### src/rtl/lis_pkg.sv
// Shared constants and the token type passed along the tail cell chain.
package lis_pkg;

  // Table depth, value width and result width
  localparam int TABLE_DEPTH = 1024;
  localparam int VALUE_WIDTH = 16;
  localparam int COUNT_WIDTH = 11;
  localparam logic [COUNT_WIDTH-1:0] COUNT_MAX = '1;

  // One sequence element on its way down the chain
  typedef struct packed {
    logic                          vld;
    logic signed [VALUE_WIDTH-1:0] value;
    logic                          eos;
    logic                          done;
    logic [COUNT_WIDTH-1:0]        count;
  } token_t;

endpackage

### src/rtl/lis_out.sv
// Result stage: sticky overflow tracking and the output word register.
module lis_out (
  input  logic                          clk,
  input  logic                          rst,
  input  logic                          advance,
  input  lis_pkg::token_t               tok_in,
  output logic                          out_valid,
  output logic [lis_pkg::COUNT_WIDTH-1:0] run_length,
  output logic                          capacity_overflow
);
  import lis_pkg::*;

  logic overflow_seen;
  logic dropped;

  // A token that leaves the chain unresolved found the table full
  assign dropped = tok_in.vld && !tok_in.done;

  // Collect overflow per sequence, clear on the final word
  always_ff @(posedge clk) begin
    if (rst) begin
      overflow_seen <= 1'b0;
    end else if (advance && tok_in.vld) begin
      overflow_seen <= tok_in.eos ? 1'b0 : (overflow_seen | dropped);
    end
  end

  // Load a result word for each final token
  always_ff @(posedge clk) begin
    if (rst) begin
      out_valid <= 1'b0;
    end else if (advance) begin
      out_valid <= tok_in.vld && tok_in.eos;
    end
  end

  always_ff @(posedge clk) begin
    if (advance && tok_in.vld && tok_in.eos) begin
      run_length        <= tok_in.count;
      capacity_overflow <= overflow_seen | dropped;
    end
  end

endmodule

### config.mk
export PLATFORM = sky130hd
export DESIGN_NAME = lis_out
export DESIGN_NICKNAME = d
export VERILOG_FILES = /design/src/rtl/lis_pkg.sv /design/src/rtl/lis_out.sv
export SDC_FILE = /design/constraint.sdc
export NUM_CORES = 1
export LEC_CHECK = 0
export BUFFER_PORTS_ARGS = -buffer_cell sky130_fd_sc_hd__buf_2
export CAP_MARGIN = 10
export CORE_AREA = 2 2 41 43
export DETAILED_ROUTE_END_ITERATION = 10
export DIE_AREA = 0 0 43 45
export PLACE_DENSITY = 0.71
export SLEW_MARGIN = 20
export SYNTH_ARGS = -nofsm -noshare
export SYNTH_HDL_FRONTEND = slang
export SYNTH_SLANG_ARGS = --single-unit
### constraint.sdc
create_clock -name clk -period 1.2 [get_ports clk]
set_clock_uncertainty 0.15 [all_clocks]
set_input_delay 0.36 -clock clk [delete_from_list [all_inputs] [get_ports clk]]
set_output_delay 0.36 -clock clk [all_outputs]
set_load 0.01 [all_outputs]
==> parameters.txt <==
Parameter                              Value

Clock tree
  Maximum number of buffers from clock root to sink ... 2
  Clock Sinks ... 14
  Clock tree from TritonCTS ... built
  Clock-pin slew on the worst setup and hold paths ... 80 ps
  CTS Root Buffer Type ... clkbuf_4
  Post-CTS Hold Fix Bufs ... 0
  Insertion delay to the later sink of the worst-skew pair ... 270 ps
  Post-CTS setup repair buffer count ... 0
  Total number of H-tree levels ... 1
  Inserted Clock Buffers ... 3

Global routing
  Gr usage total ... 11.8%
  Vias in the first global route ... 363
  Global-route wire length before repair ... 1540 um
  Initial antenna violation count ... 0
  Sum of overflow across all layers after global routing ... 0
  Pin count of the biggest net entering global routing ... 14

Power
  Static Leakage ... 0.291 nW
  Overall power consumption ... 898 uW
  Total power divided by cell area ... 1350 nW/um^2
  Worst VDD drop ... 0.657 mV

STA
  Hold slack final ... 108 ps
  Final hold vios ... 0
  Final critical-path setup slack ... -118 ps
  Final Critical Period ... 1320 ps
  Part of the cycle the worst path needs ... 110%
  Highest achievable clock rate ... 758 MHz
  Max-slew violations ... 0
  Setup repair after global routing missed its margin ... true
  Final setup fails ... 13
  Slew at the pin closest to its max-slew limit ... 269 ps
  Setup TNS Final ... -1130 ps
  Worst max-slew margin expressed relative to the limit ... 82.0%

Synth
  Commonest cells post-synth ... edfxtp_1, dfxtp_1, inv_1
  Syn Inst Count ... 23
  Syn. warnings ... 0
  Ys flop type ... edfxtp_1
  Average cell area after synthesis ... 19.7 um^2
  Fraction of synthesis flops using an asynchronous set or reset pin ... 0%
  Synth area leader ... edfxtp_1
  Total of flip-flops plus latches after synthesis ... 14
  Synth Net Count ... 56
  Register area share after synthesis ... 88.4%
  Share of Yosys cell area claimed by the top area cell type ... 79.6%
  Cells taking the most area after synthesis ... edfxtp_1, dfxtp_1, a211oi_2
  Cell with the most instances after synthesis ... edfxtp_1
  EDFF count, synth ... 12
  Netlist area before placement ... 453 um^2
  Count of unique library cells instantiated by Yosys ... 10

Status
  Failing checks ... setup timing
  Result of the run ... finished, violations left

Cells and area
  Number of inserted filler cells in the final layout ... 156
  # diodes ... 0
  Synth-to-Final Area Change ... 47.2%
  Final nets ... 92
  Share of final-layout standard cells stronger than drive strength 1 ... 63.8%
  Final core utilization ... 45.3%

Worst setup path
  Dominant delay contributor by cell family on the critical path ... flip-flops
  WS Path Type ... register to output port
  Worst-path maximum fanout ... 1
  Worst stage delay on the critical path ... 380 ps
  Kind of end point of the critical path ... output port
  Critical path buffer and inverter count ... 1
  Kind of start point of the critical path ... register
  Slowest cell on the critical path ... edfxtp_1
  Critical path, cell by cell ... buf_2
  CP Data Arrival Time ... 810 ps
  Required time of the worst setup path ... 690 ps

Placement
  Count of buffers inserted at the top-level ports ... 29
  Sum of net half-perimeters after detailed placement ... 757 um
  Pre-CTS setup slack ... -98.7 ps
  Final weighted congestion of routability-driven global placement ... 0.662

Floorplan
  CORE AREA ... 1470 um^2
  I/O pin count ... 46
  Initial Utilization ... 30.8%
  Die boundary width ... 43 um
  Placement row count ... 14
  Chip Height ... 45 um
  Area of the die ... 1940 um^2

Drt
  Initial DRC Count ... 1
  Routed wire length per instance ... 12.6 um
  Via density ... 4.43
  Post-detailed-route count of antenna-violating nets ... 0
  Vias ... 328
  First-pass iteration count of the detailed router ... 2
  Wire length reported by the detailed router ... 935 um
  DRC viols ... 0

Worst hold path
  Class of the tightest hold or removal check ... input port to register

Flow run
  Number of max-cap violations ... 0
[cell families (layout without fill, tap and decap cells)]
family          count (synthesis)  after routing  share of synthesized area [%]
flops                          14             14                           88.4
compound gates                  3              3                           4.97
simple gates                    3              3                           4.14
buf+inv                         3             38                           2.49
[metal layers]
layer  wire, um  GRT usage, %  vias up
met3        122          6.00        4
met4         23          7.27        0
li1           -             -      154
met5          0             0        -
met1        379          12.4      141
met2        410          19.1       29
[worst register-to-register path, cell delays in order (launching register included)]
cell,delay (ps)
dfxtp_1,300
inv_1,70
o21ai_0,90
[cell type report]
cell class | instances | area (um^2) | area share [%]
multi-input combinational | 6 | 41.3 | 6.19
timing repair buffer | 31 | 166 | 25.0
sequential | 14 | 402 | 60.2
tap | 16 | 20.0 | 3.00
clock buffer | 3 | 22.5 | 3.38
inverter | 3 | 11.3 | 1.69
clock inverter | 1 | 3.75 | 0.563
[flip-flops by register name, summed over array words and instances, names as in the netlist]
register	count
run_length	11
overflow_seen	1
capacity_overflow	1
out_valid	1
[per-stage QoR]
stage                     cell area (um^2)  instances
after CTS                              667         74
after detailed placement               633         70
after global routing                   667         74
after floorplan                        453         23
final                                  667         74
after global placement                 633         70
[cell usage in the layout, fill, tap and decap left out]
master,n
buf_2,28
edfxtp_1,12
clkbuf_4,3
inv_1,2
buf_4,2
o21ai_0,1
nand3b_1,1
nand3_1,1
inv_2,1
a211oi_2,1
nand2b_1,1
a21oi_1,1
clkinv_1,1
dfxtp_2,1
buf_6,1
dfxtp_1,1
[report_power, final]
group	internal [mW]	switching [mW]
registers	0.552	0.00545
clock network	0.120	0.141
logic	0.0409	0.0378
[repair_timing]
action | in CTS | in global routing
resized for setup | 2 | 0
endpoints found under the setup margin | 13 | 13
cloned | 0 | 0
[path summary, 6_finish.rpt]
kind / from / endpoint / slack, ps / cells past startpoint
setup / recovery: capacity_overflow / capacity_overflow / -120 / 1
hold / removal: tok_in[2] / run_length[2] / 110 / 1
hold reg to reg: overflow_seen / overflow_seen / 320 / 2
setup reg to reg: overflow_seen / capacity_overflow / 340 / 2
Note: power is estimated with default switching activity, not from simulation.
