File: src/rtl/lis_pkg.sv
// Shared constants and the token type passed along the tail cell chain.
package lis_pkg;

  // Table depth, value width and result width
  localparam int TABLE_DEPTH = 1024;
  localparam int VALUE_WIDTH = 16;
  localparam int COUNT_WIDTH = 11;
  localparam logic [COUNT_WIDTH-1:0] COUNT_MAX = '1;

  // One sequence element on its way down the chain
  typedef struct packed {
    logic                          vld;
    logic signed [VALUE_WIDTH-1:0] value;
    logic                          eos;
    logic                          done;
    logic [COUNT_WIDTH-1:0]        count;
  } token_t;

endpackage

File: src/rtl/lis_cell.sv
// One tail cell: holds one table entry and forwards the passing token.
module lis_cell (
  input  logic            clk,
  input  logic            rst,
  input  logic            advance,
  input  lis_pkg::token_t tok_in,
  output lis_pkg::token_t tok_out
);
  import lis_pkg::*;

  logic [VALUE_WIDTH-1:0] tail;
  logic                   filled;
  logic                   filled_next;
  logic                   hit;
  token_t                 tok_next;

  // Claim this cell when it is empty or its tail is not below the value
  assign hit = tok_in.vld && !tok_in.done &&
               (!filled || ($signed(tail) >= $signed(tok_in.value)));

  // Resolve the token here, then let a final token count and clear the cell
  always_comb begin
    tok_next    = tok_in;
    filled_next = filled;
    if (hit) begin
      tok_next.done = 1'b1;
      filled_next   = 1'b1;
    end
    if (tok_in.vld && tok_in.eos) begin
      if (filled_next && (tok_next.count != COUNT_MAX)) begin
        tok_next.count = COUNT_WIDTH'(tok_next.count + 1'b1);
      end
      filled_next = 1'b0;
    end
  end

  // Hold the token for the next cell
  always_ff @(posedge clk) begin
    if (rst) begin
      tok_out.vld <= 1'b0;
    end else if (advance) begin
      tok_out <= tok_next;
    end
  end

  // Track whether this entry is part of the table
  always_ff @(posedge clk) begin
    if (rst) begin
      filled <= 1'b0;
    end else if (advance) begin
      filled <= filled_next;
    end
  end

  // Store the new tail value
  always_ff @(posedge clk) begin
    if (advance && hit) begin
      tail <= tok_in.value;
    end
  end

endmodule

File: config.mk
export PLATFORM = sky130hd
export DESIGN_NAME = lis_cell
export DESIGN_NICKNAME = d
export VERILOG_FILES = /design/src/rtl/lis_pkg.sv /design/src/rtl/lis_cell.sv
export SDC_FILE = /design/constraint.sdc
export NUM_CORES = 1
export LEC_CHECK = 0
export ABC_AREA = 1
export BUFFER_PORTS_ARGS = -buffer_cell sky130_fd_sc_hd__buf_2
export CORE_AREA = 2 2 73 75
export DETAILED_ROUTE_END_ITERATION = 10
export DIE_AREA = 0 0 75 77
export PLACE_DENSITY_LB_ADDON = 0.3
export SLEW_MARGIN = 20
export SYNTH_ARGS = -nofsm -noshare
export SYNTH_HDL_FRONTEND = slang
export SYNTH_SLANG_ARGS = --single-unit
File: constraint.sdc
create_clock -name clk -period 2.3 [get_ports clk]
set_clock_uncertainty 0.15 [all_clocks]
set_input_delay 0.46 -clock clk [delete_from_list [all_inputs] [get_ports clk]]
set_output_delay 0.46 -clock clk [all_outputs]
set_load 0.005 [all_outputs]
==> results.sh, run 1 <==
export IMPL_p_leak_uw=0.00133
export IMPL_max_cap_violations=0
export IMPL_setup_tns_ps=0
export IMPL_gp_congestion=0.735
export IMPL_crit_fanout=6
export IMPL_diodes=0
export IMPL_synthArstFlopShare_pct=0
export IMPL_place_ws_ps=-46.4
export IMPL_ys_ff_latch=47
export IMPL_period_needed_ps=2070
export IMPL_critical_path_class="reg -> reg"
export IMPL_core_mm2=0.00498
export IMPL_vias_per_cell=4.53
export IMPL_grt_pass1_vias=1460
export IMPL_r2r_slack_ps=230
export IMPL_fin_nets=325
export IMPL_crit_arrival_ps=1930
export IMPL_fp_dieArea_mm2=0.00578
export IMPL_cts_max_path_buffers=2
export IMPL_grt_usage_pct=14.6
export IMPL_final_max_slew_viol_count=0
export IMPL_hp_class="in -> reg"
export IMPL_cts_buffers=5
export IMPL_grt_pass1_wl_um=6340
export IMPL_ys_types=24
export IMPL_fmax_mhz=482
export IMPL_power_density_mw_per_mm2=637
export IMPL_yosysTopAreaCell="edfxtp_1"
export IMPL_crit_start="tail[13]$_DFFE_PP_"
export IMPL_min_path_cells=2
export IMPL_synth_seq_area_share_pct=62.2
export IMPL_syn_area_per_cell_um2=11.1
export IMPL_setup_ws_ps=227
export IMPL_cts_tree="yes"
export IMPL_route_detailed_drc=0
export IMPL_ant_nets=0
export IMPL_r2r_end="tail[1]$_DFFE_PP_"
export IMPL_total_power_uw=1780
export IMPL_synth_edf_count=45
export IMPL_antenna_found_initial=0
export IMPL_hold_buffers=0
export IMPL_synth_area_leaders="edfxtp_1, ha_1, nand2_1"
export IMPL_cts_root_buf="clkbuf_8"
export IMPL_clock_sinks=47
export IMPL_yosysWarningCount=0
export IMPL_critPathRequiredTime_ps=2160
export IMPL_portBuffers=62
export IMPL_finalSetupViolations=0
export IMPL_r2r_cells=9
export IMPL_htreeDepth=2
export IMPL_ir_drop_mv=0.243
export IMPL_rsz0062_at_grt="no"
export IMPL_dp_hpwl_um=3150
export IMPL_max_slew_worst_pin_slew_ps=374
export IMPL_vias=1568
export IMPL_dieWidth_um=75
export IMPL_clk_latency_ps=290
export IMPL_hold_violations=0
export IMPL_synth_top_cell_area_share_pct=60.4
export IMPL_r2r_start="tail[13]$_DFFE_PP_"
export IMPL_cp_start_kind="register"
export IMPL_synthesis_nets=251
export IMPL_post_cts_buffers=0
export IMPL_clkTransAtPathRegs_ps=90
export IMPL_initial_core_util_pct=44.9
export IMPL_drt_pass1_iter_count=4
export IMPL_final_util_pct=56.2
export IMPL_drt_initial_drc_count=48
export IMPL_end_kind="register"
export IMPL_routed_wl_um=3950
export IMPL_post_route_period_util_pct=90.1
export IMPL_fillers=450
export IMPL_slew_headroom_pct=75.0
export IMPL_grt_max_degree=16
export IMPL_area_growth_pct=25.2
export IMPL_synth_top_cells_by_count="nand2_1, edfxtp_1, inv_1"
export IMPL_drt_wirelength_per_cell_um=11.4
export IMPL_ctsResizeCount=0
export IMPL_holdPathEnd="tok_out[29]$_SDFFE_PP0P_"
export IMPL_synth_area_mm2=0.00224
export IMPL_ys_flop_type="edfxtp_1"
export IMPL_drive_gt1_share_pct=31.9
export IMPL_synth_most_common_cell="nand2_1"
export IMPL_synth_cells=201
export IMPL_status="completed"
export IMPL_pin_count=63
export IMPL_min_from="rst"
export IMPL_overflow=0
export IMPL_rows=26
export IMPL_die_y_um=77
==> worst max-delay path, stage by stage (launching register included) <==
cell      delay [ps]
edfxtp_1         390
ha_1             300
a21oi_1          140
o21ai_0          100
a21oi_1          210
nand3_1          100
nand3_1          100
nand2_1           50
inv_1             80
buf_4            160
==> sequential cells by signal (all words and copies together) (netlist names) <==
signal	flops
tail	16
tok_out	30
filled	1
==> through the flow <==
stage                     area [um^2]  hold WS, ps  instances
after global routing             2800          200        346
after detailed placement         2670          298        338
after floorplan                  2240          299        201
after global placement           2670          298        338
final                            2800          206        346
after CTS                        2790          198        346
==> cell families after synthesis <==
family	synth area share, %
and+or+nand+nor	15.1
DFF	62.2
buffers and inverters	7.05
adders and majority gates	9.51
AOI/OAI and AO/OA	3.36
xor gates and xnor gates	2.74
==> layout make-up <==
cell class	instances	area (um^2)	share of cell area, %
flip-flops and latches	47	1390	49.7
repair buffers	67	348	12.4
clock buffers	5	68.8	2.46
inverters	42	158	5.63
well taps	70	87.6	3.13
multi-input cells	112	702	25.1
clock inverters	3	43.8	1.56
==> cells in the final DEF, fill, tap and decap left out, types with 2 or more instances in the layout <==
master and count:
xor2_1 5, ha_1 16, clkbuf_8 5, buf_2 62, nand4_1 2, o21ai_0 3
nand3_1 5, dfxtp_1 2, inv_2 3, nor2_2 2, nor3_1 2, inv_1 39
nor2_1 11, nand2_1 46, a21oi_1 7, edfxtp_1 45, buf_4 5, xnor2_1 2
nand2_2 2
==> how the worst max path moves through the flow <==
| stage | to | cells past startpoint | slack (ps) |
|---|---|---|---|
| after global placement | tail[4]$_DFFE_PP_ | 11 | 20 |
| after global routing | tail[10]$_DFFE_PP_ | 12 | 30 |
| after floorplan | tail[0]$_DFFE_PP_ | 9 | 70 |
| after CTS | tail[10]$_DFFE_PP_ | 9 | 170 |
| after detailed placement | tail[4]$_DFFE_PP_ | 11 | -50 |
| final | tail[1]$_DFFE_PP_ | 9 | 230 |
==> power breakdown <==
group          total, uW  internal (uW)  switching, uW
Combinational        196           85.1            111
Clock                593            324            270
Sequential           995            985           9.90
==> routing by layer <==
metal / track usage (%) / part of all wire [%] / wire [um]
met3: 4.99 / 7.4 / 294
met5: 0 / 0 / 0
met1: 18.0 / 42 / 1680
met4: 5.18 / 1.5 / 59
met2: 23.4 / 49 / 1920
Power figures use the tool's default switching activity.
==> inputs of run 2 (changes only) <==
==> constraint.sdc (replaced) <==
create_clock -name clk -period 1.7 [get_ports clk]
set_clock_uncertainty 0.15 [all_clocks]
set_input_delay 0.34 -clock clk [delete_from_list [all_inputs] [get_ports clk]]
set_output_delay 0.34 -clock clk [all_outputs]
set_load 0.005 [all_outputs]
==> run 2 against run 1 <==
Net effect:
- wire length rose by 10%
- critical endpoint is now tail[15]$_DFFE_PP_
- non-clock buffer count rose by 27
- utilization rose by 6.3 points
- setup slack worse by 650 ps
- cell count increased by 7.8%
- die area did not move
- the flow now finishes with violations (setup timing)
- critical path type unchanged
==> results.sh, run 2 (synthesis results as in run 1) <==
export IMPL_clk_latency_ps=300
export IMPL_diodes=0
export IMPL_grt_pass1_wl_um=6870
export IMPL_hold_slack_ps=77.4
export IMPL_overflow=0
export IMPL_p_int_uw=1940
export IMPL_violations="setup timing"
export IMPL_portBuffers=62
export IMPL_die_y_um=77
export IMPL_core_mm2=0.00498
export IMPL_critPathRequiredTime_ps=1620
export IMPL_path_delay_family="simple AND/OR/NAND/NOR gates"
export IMPL_max_cap_violations=0
export IMPL_area_growth_pct=39.2
export IMPL_gp_congestion=0.771
export IMPL_path_buf_inv=3
export IMPL_rows=26
export IMPL_final_cell_mix="buf_2, edfxtp_1, nand2_1"
export IMPL_vias=1677
export IMPL_final_cells=373
export IMPL_reg_top3="tok_out: 30 flops, tail: 16 flops, filled: 1 flops"
export IMPL_p_clk_share_pct=32.7
export IMPL_period_needed_ps=2130
export IMPL_grt_usage_pct=15.7
export IMPL_crit_cells=14
export IMPL_finalSetupViolations=17
export IMPL_power_switching_uw=568
export IMPL_endpoint="tail[15]$_DFFE_PP_"
export IMPL_dieWidth_um=75
export IMPL_ir_drop_mv=0.376
export IMPL_slew_headroom_pct=83.2
export IMPL_r2r_cells=14
export IMPL_crit_fanout=8
export IMPL_drive_gt1_share_pct=43.9
export IMPL_hold_violations=0
export IMPL_dp_hpwl_um=3330
export IMPL_vias_per_cell=4.50
export IMPL_initial_core_util_pct=44.9
export IMPL_hold_buffers=0
export IMPL_final_util_pct=62.5
export IMPL_layout_commonest_cell="buf_2"
export IMPL_fmax_mhz=471
export IMPL_critical_path_class="reg -> reg"
export IMPL_total_power_uw=2510
export IMPL_critPathSlowestCell="edfxtp_1"
export IMPL_cts_buffers=5
export IMPL_seqPwrFrac_pct=53.7
export IMPL_routed_wl_um=4340
export IMPL_r2r_slack_ps=-430
export IMPL_ant_nets=0
export IMPL_crit_start="tail[3]$_DFFE_PP_"
export IMPL_post_route_period_util_pct=125
export IMPL_dp_cells=362
export IMPL_antenna_found_initial=0
export IMPL_status="finished, violations left"
export IMPL_final_max_slew_viol_count=0
export IMPL_p_comb_share_pct=13.6
export IMPL_p_leak_uw=0.00146
export IMPL_power_density_mw_per_mm2=807
export IMPL_cpPeakStageDelay_ps=450
export IMPL_hp_class="in -> reg"
export IMPL_crit_arrival_ps=2050
export IMPL_fin_nets=352
export IMPL_cpMostUsedCell="nand2_1"
export IMPL_max_slew_worst_pin_slew_ps=252
export IMPL_clock_sinks=47
export IMPL_end_kind="register"
export IMPL_sw_frac_of_total_pct=22.6
export IMPL_cp_start_kind="register"
export IMPL_r2r_end="tail[15]$_DFFE_PP_"
export IMPL_largest_register_ff_count=30
export IMPL_grt_pass1_vias=1616
export IMPL_cts_max_path_buffers=2
export IMPL_route_detailed_drc=0
export IMPL_cp_cell_sequence="ha_4 -> nand2_1 -> inv_2 -> nand2_1 -> nand2_1 -> nand2_1 -> nand2_1 -> nand2_2 -> nand2_1 -> nand2_1 -> nand3_2 -> nand2_2 -> clkinvlp_4 -> clkbuf_16"
export IMPL_setup_ws_ps=-425
export IMPL_clkTransAtPathRegs_ps=90
export IMPL_drt_pass1_iter_count=4
export IMPL_htreeDepth=2
export IMPL_drt_wirelength_per_cell_um=11.6
export IMPL_cts_root_buf="clkbuf_8"
export IMPL_rsz0062_at_grt="yes"
export IMPL_pin_count=63
export IMPL_cts_tree="yes"
export IMPL_drt_initial_drc_count=99
export IMPL_grt_max_degree=19
export IMPL_r2r_start="tail[3]$_DFFE_PP_"
export IMPL_regMostFlops="tok_out"
export IMPL_fp_dieArea_mm2=0.00578
[run 2: cell count changes in the layout (fill, tap and decap cells not counted), moves of 2 or more]
cell | before | now
ha_4 | 1 | 4
ha_1 | 16 | 13
a21oi_2 | 0 | 4
a21oi_1 | 7 | 3
nand2_1 | 46 | 42
buf_4 | 5 | 30
inv_1 | 39 | 34
clkinvlp_4 | 0 | 2
nand2_2 | 2 | 6
inv_2 | 3 | 7
[run 2: worst register-to-register path: stages (launching register included)]
cell,delay [ps]
edfxtp_1,450
ha_4,270
nand2_1,70
inv_2,40
nand2_1,60
nand2_1,60
nand2_1,60
nand2_1,60
nand2_2,60
nand2_1,40
nand2_1,70
nand3_2,80
nand2_2,100
clkinvlp_4,130
clkbuf_16,180
[run 2: what timing repair did]
action,4_1_cts,5_1_grt
endpoints found under the setup margin,17,17
buffers inserted,1,1
pin swaps,1,4
gates cloned,1,0
resized for setup,5,7
[run 2: per-layer routing]
layer | up-vias | track usage (%) | part of all wire [%]
li1 | 860 | - | -
met1 | 766 | 18.5 | 43
met2 | 45 | 27.1 | 51
met3 | 6 | 4.34 | 5.5
met4 | 0 | 5.18 | 1.3
met5 | - | 0 | 0
[run 2: layout make-up]
cell class / count / area (um^2)
clock buffer: 5 / 68.8
clock inverter: 3 / 46.3
fill: 435 / 1860
inverter: 42 / 161
multi-input combinational: 112 / 777
sequential: 47 / 1390
tap: 70 / 87.6
timing repair buffer: 94 / 581
[run 2: power by group through the flow]
stage	sequential, uW	clock [uW]	combinational (uW)
floorplan	1380	0	134
CTS	1350	851	340
global route	1350	891	387
finish	1350	822	342
global placement	1370	0	314
detailed placement	1370	0	323
[run 2: per-stage QoR]
step | setup TNS (ps) | setup WS (ps) | area [um^2]
floorplan | -4450 | -278 | 2280
global placement | -7230 | -419 | 2910
detailed placement | -8220 | -472 | 2910
CTS | -6790 | -428 | 3080
global route | -8650 | -524 | 3110
finish | -6940 | -425 | 3110
[run 2: how the worst min path moves through the flow]
stage | from | endpoint | slack (ps) | cells after the start
after detailed placement | tok_out[29]$_SDFFE_PP0P_ | tok_out[29]$_SDFFE_PP0P_ | 310 | 2
after floorplan | rst | tok_out[29]$_SDFFE_PP0P_ | 260 | 1
after global routing | tok_in[12] | tok_out[12]$_DFFE_PP_ | 70 | 1
after global placement | tok_out[29]$_SDFFE_PP0P_ | tok_out[29]$_SDFFE_PP0P_ | 300 | 2
final | tok_in[12] | tok_out[12]$_DFFE_PP_ | 80 | 1
after CTS | tok_in[12] | tok_out[12]$_DFFE_PP_ | 60 | 1
==> inputs of run 3 (changes only) <==
--- a/config.mk
+++ b/config.mk
@@ -5,11 +5,10 @@
 export SDC_FILE = /design/constraint.sdc
 export NUM_CORES = 1
 export LEC_CHECK = 0
-export ABC_AREA = 1
 export BUFFER_PORTS_ARGS = -buffer_cell sky130_fd_sc_hd__buf_2
-export CORE_AREA = 2 2 73 75
+export CORE_AREA = 4 4 74 76
 export DETAILED_ROUTE_END_ITERATION = 10
-export DIE_AREA = 0 0 75 77
+export DIE_AREA = 0 0 78 80
 export PLACE_DENSITY_LB_ADDON = 0.3
 export SLEW_MARGIN = 20
 export SYNTH_ARGS = -nofsm -noshare
==> run 3 against run 2 <==
Net effect:
- the flow still finishes with violations (setup timing)
- global-route usage down 0.85 points
- first-iteration DRC count down 14%
- sequential share of layout area up 0.80 points
- utilization up 2.2 points
- power down 8.3%
- via count down 5.7%
- area after synthesis down 3.7%
- register-to-register slack worse by 350 ps
- non-clock buffer count up 6
==> results.sh, run 3 <==
export IMPL_status="finished, violations left"
export IMPL_violations="setup timing"
export IMPL_period_needed_ps=2480
export IMPL_cp_cell_sequence="ha_4 -> a21o_1 -> a21o_1 -> a221o_1 -> o31a_1 -> o31a_4"
export IMPL_grt_usage_pct=14.9
export IMPL_vias=1582
export IMPL_clk_latency_ps=300
export IMPL_ant_nets=0
export IMPL_largest_register_ff_count=30
export IMPL_hp_class="in -> reg"
export IMPL_critPathRequiredTime_ps=1600
export IMPL_overflow=0
export IMPL_r2r_slack_ps=-780
export IMPL_p_leak_uw=0.00131
export IMPL_cts_buffers=5
export IMPL_gp_congestion=0.850
export IMPL_power_density_mw_per_mm2=753
export IMPL_grt_pass1_vias=1548
export IMPL_slew_headroom_pct=75.4
export IMPL_layout_commonest_cell="buf_2"
export IMPL_route_detailed_drc=0
export IMPL_setup_ws_ps=-777
export IMPL_syn_area_per_cell_um2=14.5
export IMPL_final_util_pct=64.7
export IMPL_cpPeakStageDelay_ps=410
export IMPL_synthArstFlopShare_pct=0
export IMPL_setup_tns_ps=-12890
export IMPL_rsz0062_at_grt="yes"
export IMPL_synthesis_nets=199
export IMPL_reg_top3="tok_out: 30 flops, tail: 16 flops, filled: 1 flops"
export IMPL_vias_per_cell=4.88
export IMPL_cts_root_buf="clkbuf_8"
export IMPL_pin_count=63
export IMPL_rows=25
export IMPL_synth_seq_area_share_pct=64.6
export IMPL_r2r_start="tail[13]$_DFFE_PP_"
export IMPL_cpMostUsedCell="a21o_1"
export IMPL_max_slew_worst_pin_slew_ps=368
export IMPL_core_mm2=0.00472
export IMPL_finalSetupViolations=17
export IMPL_hold_buffers=0
export IMPL_clock_sinks=47
export IMPL_design_area_mm2=0.00306
export IMPL_critPathSlowestCell="edfxtp_1"
export IMPL_final_cell_mix="buf_2, edfxtp_1, buf_4"
export IMPL_htreeDepth=2
export IMPL_wl_met2_um=2300
export IMPL_antenna_found_initial=0
export IMPL_fp_dieArea_mm2=0.00624
export IMPL_ys_flop_type="edfxtp_1"
export IMPL_crit_arrival_ps=2380
export IMPL_synth_top_cells_by_count="edfxtp_1, inv_1, ha_1"
export IMPL_placed_cell_area_mm2=0.00286
export IMPL_dp_hpwl_um=3360
export IMPL_cp_start_kind="register"
export IMPL_synth_top_cell_area_share_pct=62.8
export IMPL_synth_area_leaders="edfxtp_1, ha_1, inv_1"
export IMPL_ys_ff_latch=47
export IMPL_route_met3_wl_um=331
export IMPL_fin_nets=306
export IMPL_final_max_slew_viol_count=0
export IMPL_ys_types=32
export IMPL_initial_core_util_pct=45.6
export IMPL_r2r_cells=6
export IMPL_yosysTopAreaCell="edfxtp_1"
export IMPL_cts_max_path_buffers=2
export IMPL_drt_initial_drc_count=85
export IMPL_place_ws_ps=-834
export IMPL_grt_pass1_wl_um=7070
export IMPL_area_growth_pct=42.0
export IMPL_synth_most_common_cell="edfxtp_1"
export IMPL_synth_cells=149
export IMPL_clkTransAtPathRegs_ps=80
export IMPL_drt_pass1_iter_count=4
export IMPL_hold_violations=0
export IMPL_holdPathEnd="tok_out[29]$_SDFFE_PP0P_"
export IMPL_portBuffers=62
export IMPL_crit_fanout=8
export IMPL_max_cap_violations=0
export IMPL_fmax_mhz=404
export IMPL_end_kind="register"
export IMPL_min_from="rst"
export IMPL_drive_gt1_share_pct=50.2
export IMPL_synth_area_mm2=0.00215
export IMPL_yosysWarningCount=0
export IMPL_post_route_period_util_pct=146
export IMPL_die_y_um=80
export IMPL_regMostFlops="tok_out"
export IMPL_grt_max_degree=16
export IMPL_ir_drop_mv=0.356
export IMPL_top_layer_used="met4"
export IMPL_drt_wirelength_per_cell_um=14.0
export IMPL_synth_edf_count=45
export IMPL_wl_met1_um=1790
export IMPL_dieWidth_um=78
export IMPL_cts_tree="yes"
export IMPL_routed_wl_um=4530
export IMPL_diodes=0
export IMPL_hold_slack_ps=87.7
export IMPL_min_path_cells=2
export IMPL_r2r_end="tail[11]$_DFFE_PP_"
export IMPL_critical_path_class="reg -> reg"
==> run 3: cell types whose count changed after synthesis, sizes merged, moves of 3 or more <==
cell | before | now
nor4 | 1 | 4
nand2 | 48 | 6
nand3 | 6 | 2
inv | 42 | 18
o31a | 0 | 3
nand4 | 3 | 6
and4 | 0 | 3
nor2 | 14 | 4
==> run 3: cells by family (layout without fill, tap and decap cells) <==
kind of cell / Yosys count / count (layout) / synth area share (%)
AO/OA/AOI/OAI: 25 / 26 / 9.41
XOR/XNOR: 8 / 8 / 3.25
adder cells (fa/ha/maj): 17 / 17 / 9.88
buffers and inverters: 19 / 126 / 3.66
flip-flops: 47 / 47 / 64.6
multiplexers: 1 / 1 / 0.523
AND/OR/NAND/NOR: 32 / 32 / 8.66
==> run 3: where the power goes <==
group / switching [uW] / internal [uW] / leakage [uW]
clock network: 333 / 280 / 0.0000403
registers: 16.0 / 1330 / 0.000435
logic: 168 / 171 / 0.000831
==> run 3: critical path, delay by kind of cell, from the launching register on <==
kind | cells | cell delay, ps
DFF | 1 | 410
adders and majority gates | 1 | 230
AOI/OAI and AO/OA | 5 | 1440
==> run 3: layer usage <==
layer  up-vias  GRT usage [%]
met5         -              0
met4         0           6.99
met3        11           4.97
met2        51           26.5
met1       730           15.9
li1        790              -
==> run 3: stage by stage <==
| stage | total power [uW] | cells |
|---|---|---|
| global placement | 1680 | 311 |
| floorplan | 1500 | 149 |
| finish | 2300 | 324 |
| detailed placement | 1690 | 311 |
| CTS | 2310 | 322 |
| global route | 2420 | 324 |
==> run 3: final cells by class <==
type                       instances  area, um^2
clock inverter                     2        7.51
multi-input combinational         84         840
inverter                          18        67.6
fill                             343        1670
tap                               67        83.8
sequential                        47        1390
timing repair buffer             100         596
clock buffer                       6        72.6
==> run 3: how the worst max path moves through the flow <==
| stage | startpoint | endpoint | slack [ps] | cells past startpoint |
|---|---|---|---|---|
| after CTS | tail[13]$_DFFE_PP_ | tail[14]$_DFFE_PP_ | -770 | 6 |
| final | tail[13]$_DFFE_PP_ | tail[11]$_DFFE_PP_ | -780 | 6 |
| after global placement | tok_in[26] | tail[6]$_DFFE_PP_ | -780 | 8 |
| after global routing | tail[13]$_DFFE_PP_ | tail[1]$_DFFE_PP_ | -830 | 7 |
| after detailed placement | tok_in[26] | tail[6]$_DFFE_PP_ | -830 | 8 |
| after floorplan | tail[13]$_DFFE_PP_ | tail[0]$_DFFE_PP_ | -630 | 6 |
==> run 3: repair_timing <==
item,4_1_cts,5_1_grt
buffers inserted,2,2
endpoints found under the setup margin,17,17
cloned,1,0
gates resized for setup,4,8
pin swaps,4,4
